[config.mk]
export PLATFORM = sky130hd
export DESIGN_NAME = gcd_lcm_unit_top
export DESIGN_NICKNAME = d
export VERILOG_FILES = /design/src/glu_pkg.sv /design/src/glu_divider.sv /design/src/gcd_lcm_unit_top.sv
export SDC_FILE = /design/constraint.sdc
export NUM_CORES = 2
export LEC_CHECK = 0
export BUFFER_PORTS_ARGS = -buffer_cell sky130_fd_sc_hd__buf_2
export CAP_MARGIN = 20
export CORE_ASPECT_RATIO = 1.2
export CORE_MARGIN = 5
export CORE_UTILIZATION = 65
export CTS_CLUSTER_SIZE = 16
export DETAILED_ROUTE_END_ITERATION = 6
export PLACE_DENSITY_LB_ADDON = 0.3
export SLEW_MARGIN = 20
export SYNTH_ARGS = -nofsm -noshare
export SYNTH_HDL_FRONTEND = slang
export SYNTH_SLANG_ARGS = --single-unit
[constraint.sdc]
create_clock -name i_clk -period 9 [get_ports i_clk]
set_input_delay 0.45 -clock i_clk [delete_from_list [all_inputs] [get_ports i_clk]]
set_output_delay 0.45 -clock i_clk [all_outputs]
set_load 0.05 [all_outputs]
[src/glu_pkg.sv]
// Shared widths and divider handshake types for the GCD/LCM unit.
package glu_pkg;

    localparam int GLU_W   = 32;
    localparam int GLU_CW  = $clog2(GLU_W);
    localparam int GLU_PW  = 2 * GLU_W;

    typedef logic [GLU_W-1:0]  t_word;
    typedef logic [GLU_PW-1:0] t_prod;

    typedef struct packed {
        logic  start;
        t_word dividend;
        t_word divisor;
    } t_div_req;

    typedef struct packed {
        logic  done;
        t_word quotient;
    } t_div_rsp;

endpackage

[src/glu_divider.sv]
// Restoring divider that produces one quotient bit per cycle.
module glu_divider import glu_pkg::*; (
    input  logic     i_clk,
    input  logic     i_rst_n,
    input  t_div_req i_req,
    output t_div_rsp o_rsp
);

    logic              r_busy, n_busy;
    logic              r_done, n_done;
    logic [GLU_CW-1:0] r_cnt, n_cnt;
    t_word             r_rem, n_rem;
    t_word             r_quo, n_quo;
    t_word             r_den, n_den;
    logic [GLU_W:0]    shifted;
    logic [GLU_W:0]    trial;

    // Shift in the next dividend bit and try the subtraction.
    assign shifted = {r_rem, r_quo[GLU_W-1]};
    assign trial   = shifted - {1'b0, r_den};

    always_comb begin
        n_busy = r_busy;
        n_done = 1'b0;
        n_cnt  = r_cnt;
        n_rem  = r_rem;
        n_quo  = r_quo;
        n_den  = r_den;
        if (i_req.start) begin
            n_busy = 1'b1;
            n_cnt  = '0;
            n_rem  = '0;
            n_quo  = i_req.dividend;
            n_den  = i_req.divisor;
        end else if (r_busy) begin
            if (!trial[GLU_W]) begin
                n_rem = trial[GLU_W-1:0];
                n_quo = {r_quo[GLU_W-2:0], 1'b1};
            end else begin
                n_rem = shifted[GLU_W-1:0];
                n_quo = {r_quo[GLU_W-2:0], 1'b0};
            end
            n_cnt = r_cnt + 1'b1;
            if (r_cnt == GLU_CW'(GLU_W - 1)) begin
                n_busy = 1'b0;
                n_done = 1'b1;
            end
        end
    end

    always_ff @(posedge i_clk) begin
        if (!i_rst_n) begin
            r_busy <= 1'b0;
            r_done <= 1'b0;
        end else begin
            r_busy <= n_busy;
            r_done <= n_done;
        end
        r_cnt <= n_cnt;
        r_rem <= n_rem;
        r_quo <= n_quo;
        r_den <= n_den;
    end

    assign o_rsp.done     = r_done;
    assign o_rsp.quotient = r_quo;

endmodule

[src/gcd_lcm_unit_top.sv]
// GCD/LCM unit top: request sequencer, binary GCD loop, divider, product, result register.
//
// Usage:
//   Input channel: a request carries i_first_value and i_second_value. It is
//   accepted at a rising edge with i_in_valid high and o_in_stall low.
//   Output channel: o_divisor_result, o_multiple_result and o_undefined_flag
//   are taken at a rising edge with o_out_valid high and i_out_stall low.
//   One request is worked on at a time; o_in_stall is high from acceptance
//   until its result has been moved into the output register.
// Sequence:
//   A zero operand: from acceptance the sequencer goes straight to its final
//   state, which loads the output register once it is free.
//   Otherwise: the binary GCD loop (one subtract or shift per cycle, its length
//   set by operand bit lengths and common factors of two), then the one-bit-per-cycle
//   divider for first/gcd, then the 32x32 product and the load of the result.
// Stall: the output register holds its result while i_out_stall is high; the
//   next request may be accepted and worked on meanwhile, and it waits in its
//   final state until the output register is free.
// Reset: synchronous, active low; clears the sequencer and o_out_valid.
module gcd_lcm_unit_top import glu_pkg::*; (
    input  logic        i_clk,
    input  logic        i_rst_n,
    input  logic        i_in_valid,
    output logic        o_in_stall,
    input  logic [31:0] i_first_value,
    input  logic [31:0] i_second_value,
    output logic        o_out_valid,
    input  logic        i_out_stall,
    output logic [31:0] o_divisor_result,
    output logic [63:0] o_multiple_result,
    output logic        o_undefined_flag
);

    localparam logic [2:0] S_IDLE = 3'd0;
    localparam logic [2:0] S_GCD  = 3'd1;
    localparam logic [2:0] S_DIV  = 3'd2;
    localparam logic [2:0] S_MUL  = 3'd3;
    localparam logic [2:0] S_DONE = 3'd4;

    logic [2:0]        r_state, n_state;
    t_word             r_a, n_a;
    t_word             r_b, n_b;
    logic [GLU_CW-1:0] r_k, n_k;
    t_word             r_first, n_first;
    t_word             r_second, n_second;
    t_word             r_g, n_g;
    t_word             r_q, n_q;
    t_prod             r_prod, n_prod;
    logic              r_flag, n_flag;

    logic              r_out_valid, n_out_valid;
    logic [31:0]       r_out_div;
    logic [63:0]       r_out_mul;
    logic              r_out_flag;

    t_div_req          div_req;
    t_div_rsp          div_rsp;

    logic              accept;
    logic              out_free;
    logic              a_gt_b;
    t_word             big;
    t_word             little;
    t_word             diff;
    t_word             in_a;
    t_word             in_b;

    // Mask operands to the working width.
    assign in_a = i_first_value[GLU_W-1:0];
    assign in_b = i_second_value[GLU_W-1:0];

    assign o_in_stall = (r_state != S_IDLE);
    assign accept     = i_in_valid && !o_in_stall;
    assign out_free   = !r_out_valid || !i_out_stall;

    // One shared compare and subtract for the GCD loop.
    assign a_gt_b = (r_a > r_b);
    assign big    = a_gt_b ? r_a : r_b;
    assign little = a_gt_b ? r_b : r_a;
    assign diff   = big - little;

    always_comb begin
        n_state  = r_state;
        n_a      = r_a;
        n_b      = r_b;
        n_k      = r_k;
        n_first  = r_first;
        n_second = r_second;
        n_g      = r_g;
        n_q      = r_q;
        n_prod   = r_prod;
        n_flag   = r_flag;
        div_req.start    = 1'b0;
        div_req.dividend = r_first;
        div_req.divisor  = r_a << r_k;
        unique case (r_state)
            S_IDLE: begin
                if (accept) begin
                    n_first  = in_a;
                    n_second = in_b;
                    n_a      = in_a;
                    n_b      = in_b;
                    n_k      = '0;
                    n_prod   = '0;
                    n_flag   = (in_a == '0) && (in_b == '0);
                    if ((in_a == '0) || (in_b == '0)) begin
                        // A zero operand yields the other one.
                        n_g     = in_a | in_b;
                        n_state = S_DONE;
                    end else begin
                        n_state = S_GCD;
                    end
                end
            end
            S_GCD: begin
                priority if (r_a == r_b) begin
                    // Restore the common powers of two and start first/gcd.
                    n_g           = r_a << r_k;
                    div_req.start = 1'b1;
                    n_state       = S_DIV;
                end else if (!r_a[0] && !r_b[0]) begin
                    n_a = r_a >> 1;
                    n_b = r_b >> 1;
                    n_k = r_k + 1'b1;
                end else if (!r_a[0]) begin
                    n_a = r_a >> 1;
                end else if (!r_b[0]) begin
                    n_b = r_b >> 1;
                end else if (a_gt_b) begin
                    n_a = diff >> 1;
                end else begin
                    n_b = diff >> 1;
                end
            end
            S_DIV: begin
                if (div_rsp.done) begin
                    n_q     = div_rsp.quotient;
                    n_state = S_MUL;
                end
            end
            S_MUL: begin
                n_prod  = GLU_PW'(r_q) * GLU_PW'(r_second);
                n_state = S_DONE;
            end
            S_DONE: begin
                if (out_free) begin
                    n_state = S_IDLE;
                end
            end
            default: begin
                n_state = S_IDLE;
            end
        endcase
    end

    // Output register: load when the sequencer finishes, drop when taken.
    always_comb begin
        n_out_valid = r_out_valid;
        if (r_out_valid && !i_out_stall) begin
            n_out_valid = 1'b0;
        end
        if (r_state == S_DONE && out_free) begin
            n_out_valid = 1'b1;
        end
    end

    always_ff @(posedge i_clk) begin
        if (!i_rst_n) begin
            r_state     <= S_IDLE;
            r_out_valid <= 1'b0;
        end else begin
            r_state     <= n_state;
            r_out_valid <= n_out_valid;
        end
        r_a      <= n_a;
        r_b      <= n_b;
        r_k      <= n_k;
        r_first  <= n_first;
        r_second <= n_second;
        r_g      <= n_g;
        r_q      <= n_q;
        r_prod   <= n_prod;
        r_flag   <= n_flag;
        if (r_state == S_DONE && out_free) begin
            r_out_div  <= 32'(r_g);
            r_out_mul  <= 64'(r_prod);
            r_out_flag <= r_flag;
        end
    end

    glu_divider u_divider (
        .i_clk   (i_clk),
        .i_rst_n (i_rst_n),
        .i_req   (div_req),
        .o_rsp   (div_rsp)
    );

    assign o_out_valid       = r_out_valid;
    assign o_divisor_result  = r_out_div;
    assign o_multiple_result = r_out_mul;
    assign o_undefined_flag  = r_out_flag;

endmodule

== Yosys cells after proc, flatten, opt, wreduce, memory -nomap -nowiden ==
Index checks and enable logic that the tools add are counted.

* Flip-flop bits (word level): 466
* Bits of input ports: 68
* Output and inout port bits: 99

* Add/subtract/negate cells: 4
* $mul: 1
* Magnitude comparators: 1
* Equal/unequal tests: 17
* Shift operators: 1
* Mux-type cells: 44
* Bitwise logic cells: 3
* Reductions and logical operators: 31

{| class="wikitable"
|+ Operators with widths
! kind !! number
|-
| $mux 32 || 20
|-
| $pmux 32 s2 || 3
|-
| $pmux 64 s2 || 1
|-
| $logic_not 32->1 || 2
|-
| $mul 32x32->64 || 1
|-
| $mux 64 || 1
|-
| $sub 33x32->33 || 1
|-
| $eq 32x32->1 || 1
|-
| $gt 32x32->1 || 1
|-
| $or 32x32->32 || 1
|-
| $shl 32x5->32 || 1
|-
| $sub 32x32->32 || 1
|-
| $reduce_and 4->1 || 4
|-
| $mux 3 || 5
|-
| $mux 5 || 3
|-
| $pmux 3 s5 || 1
|-
| $ne 2x2->1 const B || 6
|-
| $ne 4x4->1 const B || 3
|-
| $add 5x1->5 const B || 2
|-
| $pmux 5 s2 || 1
|-
| $reduce_and 5->1 || 2
|-
| $mux 1 || 9
|-
| $reduce_bool 2->1 || 4
|-
| $eq 3x2->1 const B || 2
|-
| 14 further kinds || 26
|}

== Depth between registers and ports, before layout ==
* Depth in word-level cells: 9
* Depth in mapped cells: 31
* Depth with buffers taken out: 29

== Modules after synthesis ==
From an unflattened synthesis, not the netlist that was laid out.

* Cell total of the unflattened synthesis: 5682
* Area, all modules: 56277.7 sq um

{| class="wikitable"
|+ By module, submodules not included
! module !! instances !! cells each !! area each (sq um)
|-
| gcd_lcm_unit_top || 1 || 5123 || 50427.1
|-
| glu_divider || 1 || 559 || 5850.6
|}

== Worst setup path after synthesis ==
No wires, ideal clock.

* Kind: register -> register
* From: register r_q[25]
* To: register r_prod[58] (data pin)
* Setup time: 266 ps
* Arrival time: 7421 ps
* Path slack: 1313 ps
* Cell stages (with the launch flop): 26
* Buffers on the path: 2
* Path through: edfxtp_1 > clkbuf_1 > nand2_1 > fa_1 > fa_1 > fa_1 > fa_1 > inv_1 > fa_1 > fa_1 > fa_1 > inv_1 > fa_1 > inv_1 > ha_1 > clkbuf_1 > and3_1 > nand2_1 > or4_1 > o21ba_2 > o41ai_2 > a211o_1 > a21o_1 > a21oi_1 > xor2_1 > nor2_1

* Cells in the longest elaborated chain, start to end: 2

{| class="wikitable"
|+ RTL lines
! what !! line !! source
|-
| start: declaration || gcd_lcm_unit_top.sv:47 || <nowiki>t_word r_q, n_q;</nowiki>
|-
| start signal: assignment || gcd_lcm_unit_top.sv:181 || <nowiki>r_q <= n_q;</nowiki>
|-
| $mul 32x32->64 || gcd_lcm_unit_top.sv:142 || <nowiki>n_prod = GLU_PW'(r_q) * GLU_PW'(r_second);</nowiki>
|-
| $pmux 64 s2 || gcd_lcm_unit_top.sv:96 || <nowiki>unique case (r_state)</nowiki>
|-
| end signal: assignment || gcd_lcm_unit_top.sv:182 || <nowiki>r_prod <= n_prod;</nowiki>
|-
| end: declaration || gcd_lcm_unit_top.sv:48 || <nowiki>t_prod r_prod, n_prod;</nowiki>
|}

Every way passes these cells.
A chain may end at the register's enable or synchronous reset.

== Worst setup path after layout ==
* From: register r_q[3]
* To: register r_prod[63] (data pin)

Same word-level chain as after synthesis.

==> qor.yml <==
synth.avg_cell_area_um2: 9.815
min_to: "r_second[28]$_DFFE_PP_"
antenna_found_initial: 4
clock_latency_ns: 0.65
grt.met2_usage: 0.5616
drv_slew: 0
critPathSlowestCell: "edfxtp_1"
reg2reg_depth: 26
drt_iter0_drc: 4183
via_per_inst: 6.006
ctsResizeCount: 0
yosysSeqAreaShare: 0.2408
ant_nets: 0
gp_congestion: 1.003
die_area_mm2: 0.09267
cpPeakStageDelay_ns: 1.12
status: "finished, violations left"
grt_pass1_vias: 43859
synth_cell_types: 88
path_buf_inv: 3
crit_family: "adder cells"
cts_root_buffer: "clkbuf_16"
hold_viol_final: 0
setup_violations: 0
fin_tns_setup_ns: 0
min_path_cells: 1
cts.sinks: 466
drtPass1Iterations: 7
placementRows: 118
dp.final_hpwl_mm: 126.6
finClkSkew_ns: 0.05856
r2r_slack_ns: 0.21
final_cell_mix: "959 x inv_1, 897 x fa_1, 769 x nand2_1"
hold_class: "in2reg"
crit_fanout: 20
synth_top_flop_cell: "edfxtp_1"
cap_violations: 0
routed_wl_mm: 160.7
netlist_area_mm2: 0.05633
io_pins: 167
criticalPathCategory: "reg2reg"
start_util: 0.6533
syn-num-nets: 7037
fillers: 6570
grt_util_met1: 0.4419
fmax_mhz: 113.7
cts-buffers-inserted: 50
htree_levels: 2
worst_slew_pin_slew_ns: 1.335
drive_gt1_frac: 0.07710
track_usage: 0.3464
coreArea_mm2: 0.08622
vias: 41773
synth_async_sr_flop_share: 0
clk_path_buf_depth: 3
critical_path_required_ns: 9.33
wl_per_cell_um: 23.11
chipHeight_um: 332.5
synth_edf_count: 423
r2r_start: "r_q[3]$_DFFE_PP_"
grt_max_degree: 83
tritoncts: "done"
cp.arrival_ns: 9.13
grt_first_pass_wirelength_mm: 248.8
grtUsageMet3: 0.08496
clk_pin_slew_ns: 0.06
final_common_cell: "inv_1"
rsz0062_at_grt: "false"
grt-ovfl-total: 0
path_common_cell: "fa_1"
area_growth_pct: 6.799
multi_input_area_mm2: 0.03797
synth_seq_cells: 466
end_kind: "register"
min_from: "i_second_value[28]"
relSlewSlack: 0.1009
ys_warn_count: 0
drcViolationCount: 1
critical_path.startpoint_type: "register"
period_share: 0.9770
r2r-end: "r_prod[63]$_SDFFCE_PN0P_"
violations: "DRC"
seqCellArea_mm2: 0.01356
syn_inst: 5739
die_x_um: 278.7
top_usage_layer: "met2"
port-buffer-count: 166
nets: 7070
min_period_ns: 8.793
timing repair:
item | CTS | global route
hold buffers | 0 | 0
endpoints found under the hold margin | 0 | 0
setup buffers | 0 | 12
setup endpoints to repair | 0 | 3
sequential cells by signal, summed over array words and instances, names as in the netlist:
signal             flops
o_multiple_result     64
r_prod                64
o_divisor_result      32
r_a                   32
r_b                   32
r_first               32
r_g                   32
r_q                   32
r_second              32
u_divider.r_den       32
u_divider.r_quo       32
u_divider.r_rem       32
r_k                    5
u_divider.r_cnt        5
r_state                3
o_out_valid            1
o_undefined_flag       1
r_flag                 1
u_divider.r_busy       1
u_divider.r_done       1
layer usage:
layer | routed length [um] | share of wire
met1 | 58650 | 0.36
met2 | 74780 | 0.47
met5 | 27 | 0.00017
met3 | 17110 | 0.11
met4 | 10170 | 0.063
cell type report:
| cell class | instances | share of cell area |
|---|---|---|
| multi-input combinational | 3988 | 0.6312 |
| sequential | 466 | 0.2255 |
| inverter | 960 | 0.05990 |
| timing repair buffer | 306 | 0.03209 |
| tap | 1140 | 0.02371 |
| clock buffer | 64 | 0.02217 |
| clock inverter | 27 | 0.005303 |
| antenna | 4 | 0.0001664 |
through the flow:
step / instances / hold slack (ns) / area, um^2 / util / setup WS, ns
2_1_floorplan: 5739 / 0.4003 / 56330 / - / 1.313
3_3_place_gp: 6847 / 0.4006 / 58360 / 0.6769 / 0.4527
3_5_place_dp: 6847 / 0.4045 / 58360 / 0.6769 / 0.2449
4_1_cts: 6938 / 0.004879 / 60020 / 0.6961 / 0.1967
5_1_grt: 6951 / 0.02709 / 60150 / 0.6976 / 0.001384
6_report: 6955 / 0.02554 / 60160 / 0.6977 / 0.2070
worst max-delay path by stage:
stage                                from                  endpoint  slack (ns)  cells past startpoint
floorplan               r_q[25]$_DFFE_PP_  r_prod[58]$_SDFFCE_PN0P_        1.31                     25
global placement    r_second[2]$_DFFE_PP_  r_prod[63]$_SDFFCE_PN0P_        0.45                     26
detailed placement  r_second[2]$_DFFE_PP_  r_prod[63]$_SDFFCE_PN0P_        0.24                     26
CTS                 r_second[2]$_DFFE_PP_  r_prod[63]$_SDFFCE_PN0P_        0.20                     26
global route             r_q[4]$_DFFE_PP_  r_prod[63]$_SDFFCE_PN0P_       0.001                     28
finish                   r_q[3]$_DFFE_PP_  r_prod[63]$_SDFFCE_PN0P_        0.21                     26
kinds of logic (layout without fill, tap and decap cells):
family	count (synthesis)	in the layout	synth area share
xor+xnor	119	119	0.01850
fa+ha+maj	1230	1230	0.3928
buf+inv	1285	1357	0.08623
mux	105	105	0.02232
simple gates	1848	1848	0.1623
other cells	0	4	0
flops	466	466	0.2408
compound gates	686	686	0.07714
synthesized netlist by cell type, types with 16 or more instances:
| cell | n | area share |
|---|---|---|
| nand4_1 | 26 | 0.0029 |
| xor2_1 | 53 | 0.0082 |
| edfxtp_1 | 423 | 0.23 |
| nor4_1 | 24 | 0.0027 |
| nand2b_1 | 37 | 0.0041 |
| o22ai_1 | 21 | 0.0023 |
| o21bai_1 | 16 | 0.0021 |
| o21ai_0 | 182 | 0.016 |
| a21oi_1 | 169 | 0.015 |
| a22oi_1 | 46 | 0.0061 |
| nor2b_1 | 36 | 0.0040 |
| nand2_1 | 770 | 0.051 |
| nand3_1 | 42 | 0.0037 |
| nor2_1 | 196 | 0.013 |
| a21o_1 | 84 | 0.011 |
| fa_1 | 897 | 0.32 |
| xnor2_1 | 66 | 0.010 |
| ha_1 | 333 | 0.074 |
| and2_1 | 612 | 0.068 |
| a31oi_1 | 32 | 0.0036 |
| clkbuf_1 | 298 | 0.020 |
| and3_1 | 25 | 0.0028 |
| nor3_1 | 34 | 0.0030 |
| inv_1 | 959 | 0.064 |
| dfxtp_1 | 43 | 0.015 |
| mux2i_1 | 78 | 0.014 |
Power is left out: the tool's default activity adds up to more than one toggle a clock period on the data nets, which glitch-free logic cannot reach.
